<file path="src/sv/sasc_pkg.sv">
`timescale 1ns / 1ps

package sasc_pkg;

    localparam int DEPTH     = 1024;
    localparam int WORD_BITS = 32;
    localparam int ADDR_BITS = $clog2(DEPTH);
    // search bounds run from 0 to DEPTH inclusive
    localparam int SPAN_BITS = ADDR_BITS + 1;
    localparam int CNT_BITS  = 11;
    localparam int CMD_BITS  = 2;
    localparam int POS_BITS  = 10;
    localparam int KEY_BITS  = 32;

    typedef enum logic [CMD_BITS-1:0] {
        CMD_LOAD  = 2'd0,
        CMD_EXACT = 2'd1,
        CMD_CEIL  = 2'd2
    } t_cmd;

    typedef enum logic [1:0] {
        ST_IDLE,
        ST_PROBE,
        ST_CMP,
        ST_DONE
    } t_state;

    typedef struct packed {
        logic load_wr;
        logic start;
        logic probe;
        logic cmp;
        logic finish;
    } t_ctrl_cmd;

    typedef struct packed {
        logic empty;
        logic exact_hit;
        logic out_free;
    } t_dp_stat;

endpackage

</file>
<file path="src/sv/sasc_ctrl.sv">
`timescale 1ns / 1ps

module sasc_ctrl (
    input  logic                          i_clk,
    input  logic                          i_rst_n,
    input  logic                          i_in_valid,
    input  logic [sasc_pkg::CMD_BITS-1:0] i_in_command,
    output logic                          o_in_ready,
    input  sasc_pkg::t_dp_stat            i_stat,
    output sasc_pkg::t_ctrl_cmd           o_cmd
);

    sasc_pkg::t_state r_state, n_state;
    logic             accept;

    assign accept = i_in_valid && (r_state == sasc_pkg::ST_IDLE);

    always_ff @(posedge i_clk) begin
        if (!i_rst_n) begin
            r_state <= sasc_pkg::ST_IDLE;
        end else begin
            r_state <= n_state;
        end
    end

    always_comb begin
        n_state    = r_state;
        o_cmd      = '0;
        o_in_ready = 1'b0;
        unique case (r_state)
            sasc_pkg::ST_IDLE: begin
                o_in_ready = 1'b1;
                if (accept) begin
                    case (sasc_pkg::t_cmd'(i_in_command))
                        sasc_pkg::CMD_LOAD: o_cmd.load_wr = 1'b1;
                        sasc_pkg::CMD_EXACT, sasc_pkg::CMD_CEIL: begin
                            o_cmd.start = 1'b1;
                            n_state     = sasc_pkg::ST_PROBE;
                        end
                        default: ;  // unused code, dropped
                    endcase
                end
            end
            sasc_pkg::ST_PROBE: begin
                if (i_stat.empty) begin
                    n_state = sasc_pkg::ST_DONE;
                end else begin
                    o_cmd.probe = 1'b1;
                    n_state     = sasc_pkg::ST_CMP;
                end
            end
            sasc_pkg::ST_CMP: begin
                o_cmd.cmp = 1'b1;
                n_state   = i_stat.exact_hit ? sasc_pkg::ST_DONE : sasc_pkg::ST_PROBE;
            end
            sasc_pkg::ST_DONE: begin
                if (i_stat.out_free) begin
                    o_cmd.finish = 1'b1;
                    n_state      = sasc_pkg::ST_IDLE;
                end
            end
            default: n_state = sasc_pkg::ST_IDLE;
        endcase
    end

endmodule

</file>
<file path="config.mk">
export PLATFORM = sky130hd
export DESIGN_NAME = sasc_ctrl
export DESIGN_NICKNAME = d
export VERILOG_FILES = /design/src/sv/sasc_pkg.sv /design/src/sv/sasc_ctrl.sv
export SDC_FILE = /design/constraint.sdc
export NUM_CORES = 1
export LEC_CHECK = 0
export ABC_AREA = 1
export ABC_CLOCK_PERIOD_IN_PS = 1000
export BUFFER_PORTS_ARGS = -buffer_cell sky130_fd_sc_hd__buf_2
export CORE_AREA = 2 2 39 41
export CTS_CLUSTER_DIAMETER = 80
export DETAILED_ROUTE_END_ITERATION = 8
export DIE_AREA = 0 0 41 43
export PLACE_DENSITY = 0.33
export SLEW_MARGIN = 40
export SYNTH_ARGS = -nofsm -noshare
export SYNTH_HDL_FRONTEND = slang
export SYNTH_SLANG_ARGS = --single-unit
</file>
<file path="constraint.sdc">
create_clock -name i_clk -period 1 [get_ports i_clk]
set_input_delay 0.2 -clock i_clk [delete_from_list [all_inputs] [get_ports i_clk]]
set_output_delay 0.2 -clock i_clk [all_outputs]
set_load 0.01 [all_outputs]
</file>
* After elaboration in Yosys (flattened, before gate mapping)
Index checks and enable logic that the tools add are counted.
Operators by class: add/subtract/negate cells 0, multipliers 0, div/mod/pow operators 0, magnitude comparators 0, equal/unequal tests 8, shifts and indexed selects 0, mux-type cells 16, bitwise operators 0, reduce and logical (&&, ||, !) cells 5
Operators with widths (number):
- $mux W2 | 6
- $mux W1 | 9
- $pmux W2 S4 | 1
- $eq A2 B2 Y1 const B | 3
- $eq A2 B1 Y1 const B | 2
- $logic_not A2 Y1 | 2
- $ne A2 B2 Y1 const B | 2
- $reduce_and A3 Y1 | 1
- $ne A2 B1 Y1 const B | 1
- $reduce_or A2 Y1 | 1
- $logic_and A1 B1 Y1 | 1
Storage, ports and cells: register bits 2, latch bits 0, RAM bits 0, memory bits (read-only) 0, bits of input ports 8, output and inout port bits 6, logic and storage cells 30, memories kept 0

* Depth between registers and ports, before layout
Gate-level depths: netlist of the first run.
depth after elaboration 5, mapped depth 6, depth with buffers taken out 6

* Least setup slack after synthesis of the first run
No wires, ideal clock.
path type flip-flop to output port, start register r_state[0], end output o_cmd[3] (netlist bit), arrival 0.753 ns, required time 0.800 ns, slack 0.047 ns, cell stages (with the launch flop) 4, buffers on the path 0, cells stage by stage dfxtp_1 > nor2_2 > inv_1 > nor2_1
RTL lines:
- from (decl) | RTL line sasc_ctrl.sv:13 | sasc_pkg::t_state r_state, n_state;
- from (signal assigned) | RTL line sasc_ctrl.sv:20 | r_state <= sasc_pkg::ST_IDLE;
- from (signal assigned) | RTL line sasc_ctrl.sv:22 | r_state <= n_state;
- to (decl) | RTL line sasc_ctrl.sv:10 | output sasc_pkg::t_ctrl_cmd o_cmd

==> out/results.tsv, run 1 <==
stage	metric	value	unit
run_status	outcome	finished with violations	
hold_path	Hold Startpoint	i_rst_n	
run_status	failing checks	negative setup slack	
layout	n_diodes	0	
die	Die X	41	um
sta	shortest period the worst path allows	1.12	ns
sta	Final Hold Vio Count	0	
routing	DRT iter0 DRCs	0	
sta	RSZ-0062 raised after global routing	yes	
clocking	Clk pin slew, worst setup/hold paths	0.03	ns
layout	Reg with most FFs	r_state	
run	max-cap violations	0	
clocking	CTS tree	yes	
layout	# nets final	52	
grt	first-pass GRT wire length	545	um
clocking	# clock sinks	2	
clocking	H-tree levels	1	
hold_path	WHS Endpoint	r_state[0]	
hold_path	HP Class	primary input to flip-flop	
die	Die Ht	43	um
layout	share of cells above drive strength 1	53.7	%
die	Initial Util	10.1	%
setup_path	WP data required	0.80	ns
synthesis	area of the mapped netlist	140	um^2
setup_path	Buf/Inv on CP	2	
setup_path	Setup CP Type	flip-flop to output port	
power	pwr dens	1460	nW/um^2
grt	GR Overflow Total	0	
synthesis	Distinct cells, synth	8	
grt	largest net degree at the start of global routing	6	
routing	drt first pass iters	1	
sta	Clock Skews	0.00182	ns
synthesis	cells after synthesis	24	
clocking	CTS Buffer Depth	2	
setup_path	reg-to-reg setup timing slack	0.18	ns
setup_path	worst-path maximum fanout	4	
hold_path	worst hold stages	3	
sta	final worst path period share	112	%
grt	initial antenna violation count	0	
setup_path	Crit. End Element	output port	
die	I/O pin count	14	
clocking	worst skew pair latency	0.22	ns
grt	Total GRT Usage	5.21	%
routing	DR WL/cell	6.98	um
synthesis	register area share after synthesis	28.6	%
power	Net Sw Frac	28.8	%
clocking	clk root buf	clkbuf_4	
power	Worst VDD drop	0.315	mV
power	Clock power frac	43.8	%
routing	average vias per placed instance	3.39	
synthesis	Post-Syn Nets	33	
layout	Post-Layout Inst Area	277	um^2
die	area of the core	1380	um^2
sta	# setup viols final	6	
setup_path	worst reg2reg endpoint	r_state[0]	
placed_design	Final GP Congestion	0.592	
routing	DR DRC count	0	
clocking	CTS Buf Count	3	
setup_path	CP startpoint kind	flip-flop	
layout	max reg flops	2	
placed_design	Port Buffers	13	
layout	largest registers	r_state x2	
power	Leak	0.000180	uW
synthesis	Yosys warnings	0	
routing	final WL	398	um
layout	P&R area growth vs syn	97.3	%
setup_path	Crit Reg-Reg Startpoint	r_state[1]	
setup_path	delay-heaviest family, CP	flip-flops	
setup_path	slowest stage delay, CP	0.33	ns
placed_design	Post-DP Area	225	um^2
sta	Slew Limit Fails	0	
grt	vias in the first global route	178	
synthesis	number of synthesized register bits	2	
layout	fin util	20.0	%
power	P_sw	116	uW
sta	Max Clock Freq	0.895	GHz
setup_path	CP Data Arrival Time	0.92	ns
routing	total vias in the final route	193	
sta	max_slew headroom	92.5	%
setup_path	slowest CP cell	dfxtp_2	
power	internal power	287	uW
power	combinational power share	29.4	%
die	row count	14	
setup_path	R2R depth	5	
routing	antenna-violating nets left	0	
sta	Final Worst Setup Slack	-0.117	ns
synthesis	Post-Syn Area per Cell	5.84	um^2
die	Die ar.	1760	um^2
setup_path	critical path depth	4	
sta	worst slew pin tran	0.112	ns
setup_path	crit-path cells	nor2_4 -> inv_1 -> nor2_1 -> buf_2	
power	Sequential Power Share	26.8	%
[per-stage QoR]
stage | setup WS, ns | std cells | hold slack [ns] | TNS (ns) | total power, uW
2_1_floorplan | 0.0475 | 24 | 0.360 | 0 | 157
3_5_place_dp | -0.0570 | 53 | 0.479 | -0.0570 | 200
6_report | -0.117 | 57 | 0.238 | -0.512 | 404
3_3_place_gp | -0.0714 | 53 | 0.479 | -0.0714 | 200
4_1_cts | -0.163 | 57 | 0.230 | -0.667 | 420
5_1_grt | -0.199 | 57 | 0.241 | -0.906 | 438
[cells in the final DEF (no fill, tap or decap)]
cell type  synthesis  layout
nand3_1            2       1
inv_1              7       7
dfxtp_2            0       1
buf_2              0      12
dfxtp_4            0       1
nor2_2             2       1
a21oi_1            1       1
nor2_1             4       4
nor2_4             0       1
clkbuf_4           0       3
nand2_1            5       5
buf_4              0       1
nand3_2            0       1
buf_6              0       1
ha_1               1       1
[layer usage]
layer	up-vias	global-route usage [%]	part of all wire, %
met4	0	8.00	0
met3	0	1.57	13
met1	78	3.83	35
met2	10	7.81	51
met5	-	0	0
li1	105	-	-
[cells by family (layout without fill, tap and decap cells)]
family | after synthesis | count (layout) | share of synthesized area, %
buffers and inverters | 7 | 24 | 18.8
AO/OA/AOI/OAI | 1 | 1 | 3.57
flip-flops | 2 | 2 | 28.6
AND/OR/NAND/NOR | 13 | 13 | 40.2
adder cells (fa/ha/maj) | 1 | 1 | 8.93
[cell type report]
type	count	area [um^2]
fillers	168	1110
multi-input cells	15	83.8
repair buffers	14	78.8
flip-flops and latches	2	45.0
inverters	7	26.3
clock buffers	3	22.5
well taps	16	20.0
[how the worst max path moves through the flow]
stage	from	endpoint	slack, ns
2_1_floorplan	r_state[0]	o_cmd[3]	0.05
3_3_place_gp	i_in_command[0]	o_cmd[3]	-0.07
3_5_place_dp	i_in_command[0]	o_cmd[3]	-0.06
4_1_cts	r_state[1]	o_cmd[3]	-0.16
5_1_grt	r_state[1]	o_cmd[3]	-0.20
6_report	r_state[1]	o_cmd[3]	-0.12
[worst reg2reg max path: cells and delay by family (launching register included)]
| family | cells | cell delay [ns] |
|---|---|---|
| AND/OR/NAND/NOR | 4 | 0.26 |
| buffers and inverters | 1 | 0.12 |
| flip-flops | 1 | 0.33 |
[synth_stat cells (all sizes together)]
master / n / area, um^2
nor2: 6 / 27.5
a21oi: 1 / 5.00
ha: 1 / 12.5
dfxtp: 2 / 40.0
nand3: 2 / 10.0
inv: 7 / 26.3
nand2: 5 / 18.8
[repair_timing]
item | CTS | global route
gates resized for setup | 4 | 2
hold endpoints to repair | 0 | 0
pin swaps | 1 | 0
hold buffers | 0 | 0
setup endpoints to repair | 6 | 6
setup buffers | 1 | 0
[power by group through the flow]
| stage | Clock (uW) | Sequential (uW) | Combinational [uW] |
|---|---|---|---|
| CTS | 195 | 106 | 119 |
| global placement | 0 | 103 | 97.4 |
| detailed placement | 0 | 104 | 96.9 |
| finish | 177 | 108 | 119 |
| global route | 192 | 110 | 136 |
| floorplan | 0 | 100 | 56.6 |
Power figures use the tool's default switching activity.
==> inputs of run 2 (changes only) <==
--- a/config.mk
+++ b/config.mk
@@ -8,9 +8,9 @@
 export ABC_AREA = 1
-export ABC_CLOCK_PERIOD_IN_PS = 1000
+export ABC_CLOCK_PERIOD_IN_PS = 900
 export BUFFER_PORTS_ARGS = -buffer_cell sky130_fd_sc_hd__buf_2
-export CORE_AREA = 2 2 39 41
+export CORE_AREA = 5 5 42 44
 export CTS_CLUSTER_DIAMETER = 80
 export DETAILED_ROUTE_END_ITERATION = 8
-export DIE_AREA = 0 0 41 43
-export PLACE_DENSITY = 0.33
+export DIE_AREA = 0 0 47 49
+export PLACE_DENSITY = 0.34
 export SLEW_MARGIN = 40
==> constraint.sdc (replaced) <==
create_clock -name i_clk -period 0.9 [get_ports i_clk]
set_input_delay 0.18 -clock i_clk [delete_from_list [all_inputs] [get_ports i_clk]]
set_output_delay 0.18 -clock i_clk [all_outputs]
set_load 0.1 [all_outputs]
==> out/results.tsv, run 2 (same netlist as run 1, synthesis figures left out) <==
stage	metric	value	unit	change
power	P_sw	330	uW	+180%
clocking	CTS tree	yes		
routing	final WL	432	um	+8.5%
routing	DR WL/cell	7.08	um	+1.4%
setup_path	worst-path maximum fanout	4		unchanged
setup_path	WP data required	0.72	ns	-0.08 ns
placed_design	Port Buffers	13		unchanged
power	internal power	412	uW	+44%
power	Clock power frac	26.6	%	-17 points
clocking	CTS Buffer Depth	2		unchanged
layout	Reg with most FFs	r_state		
die	Die ar.	2300	um^2	+31%
power	pwr dens	1720	nW/um^2	+18%
sta	shortest period the worst path allows	1.21	ns	
layout	n_diodes	0		unchanged
grt	vias in the first global route	203		+14%
power	Net Sw Frac	44.5	%	+16 points
power	Pwr Total	742	uW	+84%
grt	GR Overflow Total	0		unchanged
layout	share of cells above drive strength 1	75.6	%	+22 points
layout	fin util	30.8	%	+11 points
sta	Max Clock Freq	0.825	GHz	
die	area of the core	1400	um^2	+1.3%
sta	max_slew headroom	91.4	%	-1.1 points
placed_design	HPWL after DPL	362	um	
clocking	clk root buf	clkbuf_4		
routing	drt first pass iters	1		unchanged
die	Initial Util	10.0	%	-0.13 points
layout	# nets final	56		+7.7%
routing	DR DRC count	0		unchanged
sta	Clock Skews	0.000460	ns	-0.00136 ns
grt	largest net degree at the start of global routing	6		unchanged
clocking	worst skew pair latency	0.22	ns	about the same
power	Sequential Power Share	16.5	%	-10 points
routing	total vias in the final route	218		+13%
die	Die Ht	49	um	+14%
die	I/O pin count	14		unchanged
run_status	outcome	finished with violations		
sta	RSZ-0062 raised after global routing	yes		
sta	final worst path period share	135	%	
layout	most frequent cells in the layout	buf_2 (7), buf_12 (6), nand2_1 (5)		
run_status	failing checks	negative setup slack		
setup_path	Crit. End Element	output port		
clocking	Clk pin slew, worst setup/hold paths	0.03	ns	about the same
layout	largest registers	r_state x2		
run	max-cap violations	0		unchanged
setup_path	Setup CP Type	flip-flop to output port		
clocking	# clock sinks	2		unchanged
clocking	CTS Buf Count	3		unchanged
hold_path	HP Class	primary input to flip-flop		
layout	commonest non-fill, non-tap cell in the layout	buf_2		
layout	Post-Layout Inst Area	432	um^2	+56%
setup_path	CP startpoint kind	flip-flop		
power	Leak	0.000200	uW	+11%
grt	initial antenna violation count	0		unchanged
die	Die X	47	um	+15%
layout	P&R area growth vs syn	208	%	
power	combinational power share	56.9	%	+27 points
sta	worst slew pin tran	0.129	ns	+0.0166 ns
routing	antenna-violating nets left	0		unchanged
sta	Final Hold Vio Count	0		unchanged
sta	Final Worst Setup Slack	-0.311	ns	-0.194 ns
sta	# setup viols final	6		unchanged
sta	Slew Limit Fails	0		unchanged
grt	first-pass GRT wire length	696	um	+28%
routing	average vias per placed instance	3.57		+5.5%
routing	DRT iter0 DRCs	0		unchanged
power	Worst VDD drop	0.804	mV	+160%
grt	Total GRT Usage	4.64	%	-0.57 points
die	row count	14		unchanged
layout	max reg flops	2		unchanged
placed_design	Post-DP Area	390	um^2	+73%
setup_path	CP Data Arrival Time	1.03	ns	+0.11 ns
placed_design	Final GP Congestion	0.621		+4.8%
clocking	H-tree levels	1		unchanged
run 2: cell count changes in the layout (fill, tap and decap cells not counted), sizes merged:
| cell | previous run | this run |
|---|---|---|
| buf | 14 | 18 |
| clkinvlp | 0 | 2 |
| inv | 7 | 5 |
run 2: per-layer routing:
layer | track usage (%) | vias up | part of all wire, %
li1 | - | 113 | -
met1 | 3.72 | 93 | 33
met2 | 6.11 | 12 | 47
met5 | 0 | - | 0
met3 | 4.80 | 0 | 19
met4 | 4.15 | 0 | 0
run 2: power by group through the flow:
stage               Clock, uW  Sequential [uW]  Combinational (uW)
floorplan                   0              120                 252
global placement            0              122                 419
detailed placement          0              121                 419
CTS                       210              123                 427
global route              233              125                 443
finish                    197              122                 423
run 2: worst paths after layout:
kind,slack [ns],cells after the start,from,to
max,-0.31,4,r_state[1],o_cmd[3]
min,0.21,3,i_stat[1],r_state[1]
max reg2reg,0.04,5,r_state[1],r_state[0]
min reg2reg,0.55,2,r_state[0],r_state[1]
run 2: area by class of cell:
cell class | count | area, um^2
repair buffers | 18 | 196
fillers | 155 | 970
inverters | 7 | 33.8
clock buffers | 3 | 22.5
well taps | 16 | 20.0
multi-input cells | 15 | 111
flip-flops and latches | 2 | 47.5
run 2: what timing repair did:
| item | 4_1_cts | 5_1_grt |
|---|---|---|
| endpoints found under the setup margin | 7 | 7 |
| buffers inserted | 0 | 0 |
| pin swaps | 1 | 0 |
| hold buffers | 0 | 0 |
| gates resized for setup | 6 | 0 |
run 2: critical path, cell delays in order, from the launching register on:
cell and delay, ns:
dfxtp_4 0.35, nor2_4 0.11, inv_2 0.07, nor2_4 0.10, buf_12 0.18
run 2: stage by stage:
step	hold WS (ns)	TNS [ns]	worst slack (ns)	instances
floorplan	0.334	-2.59	-0.796	24
global placement	0.441	-0.878	-0.222	58
detailed placement	0.432	-0.840	-0.214	58
CTS	0.199	-1.78	-0.325	61
global route	0.194	-2.04	-0.377	61
finish	0.206	-1.70	-0.311	61
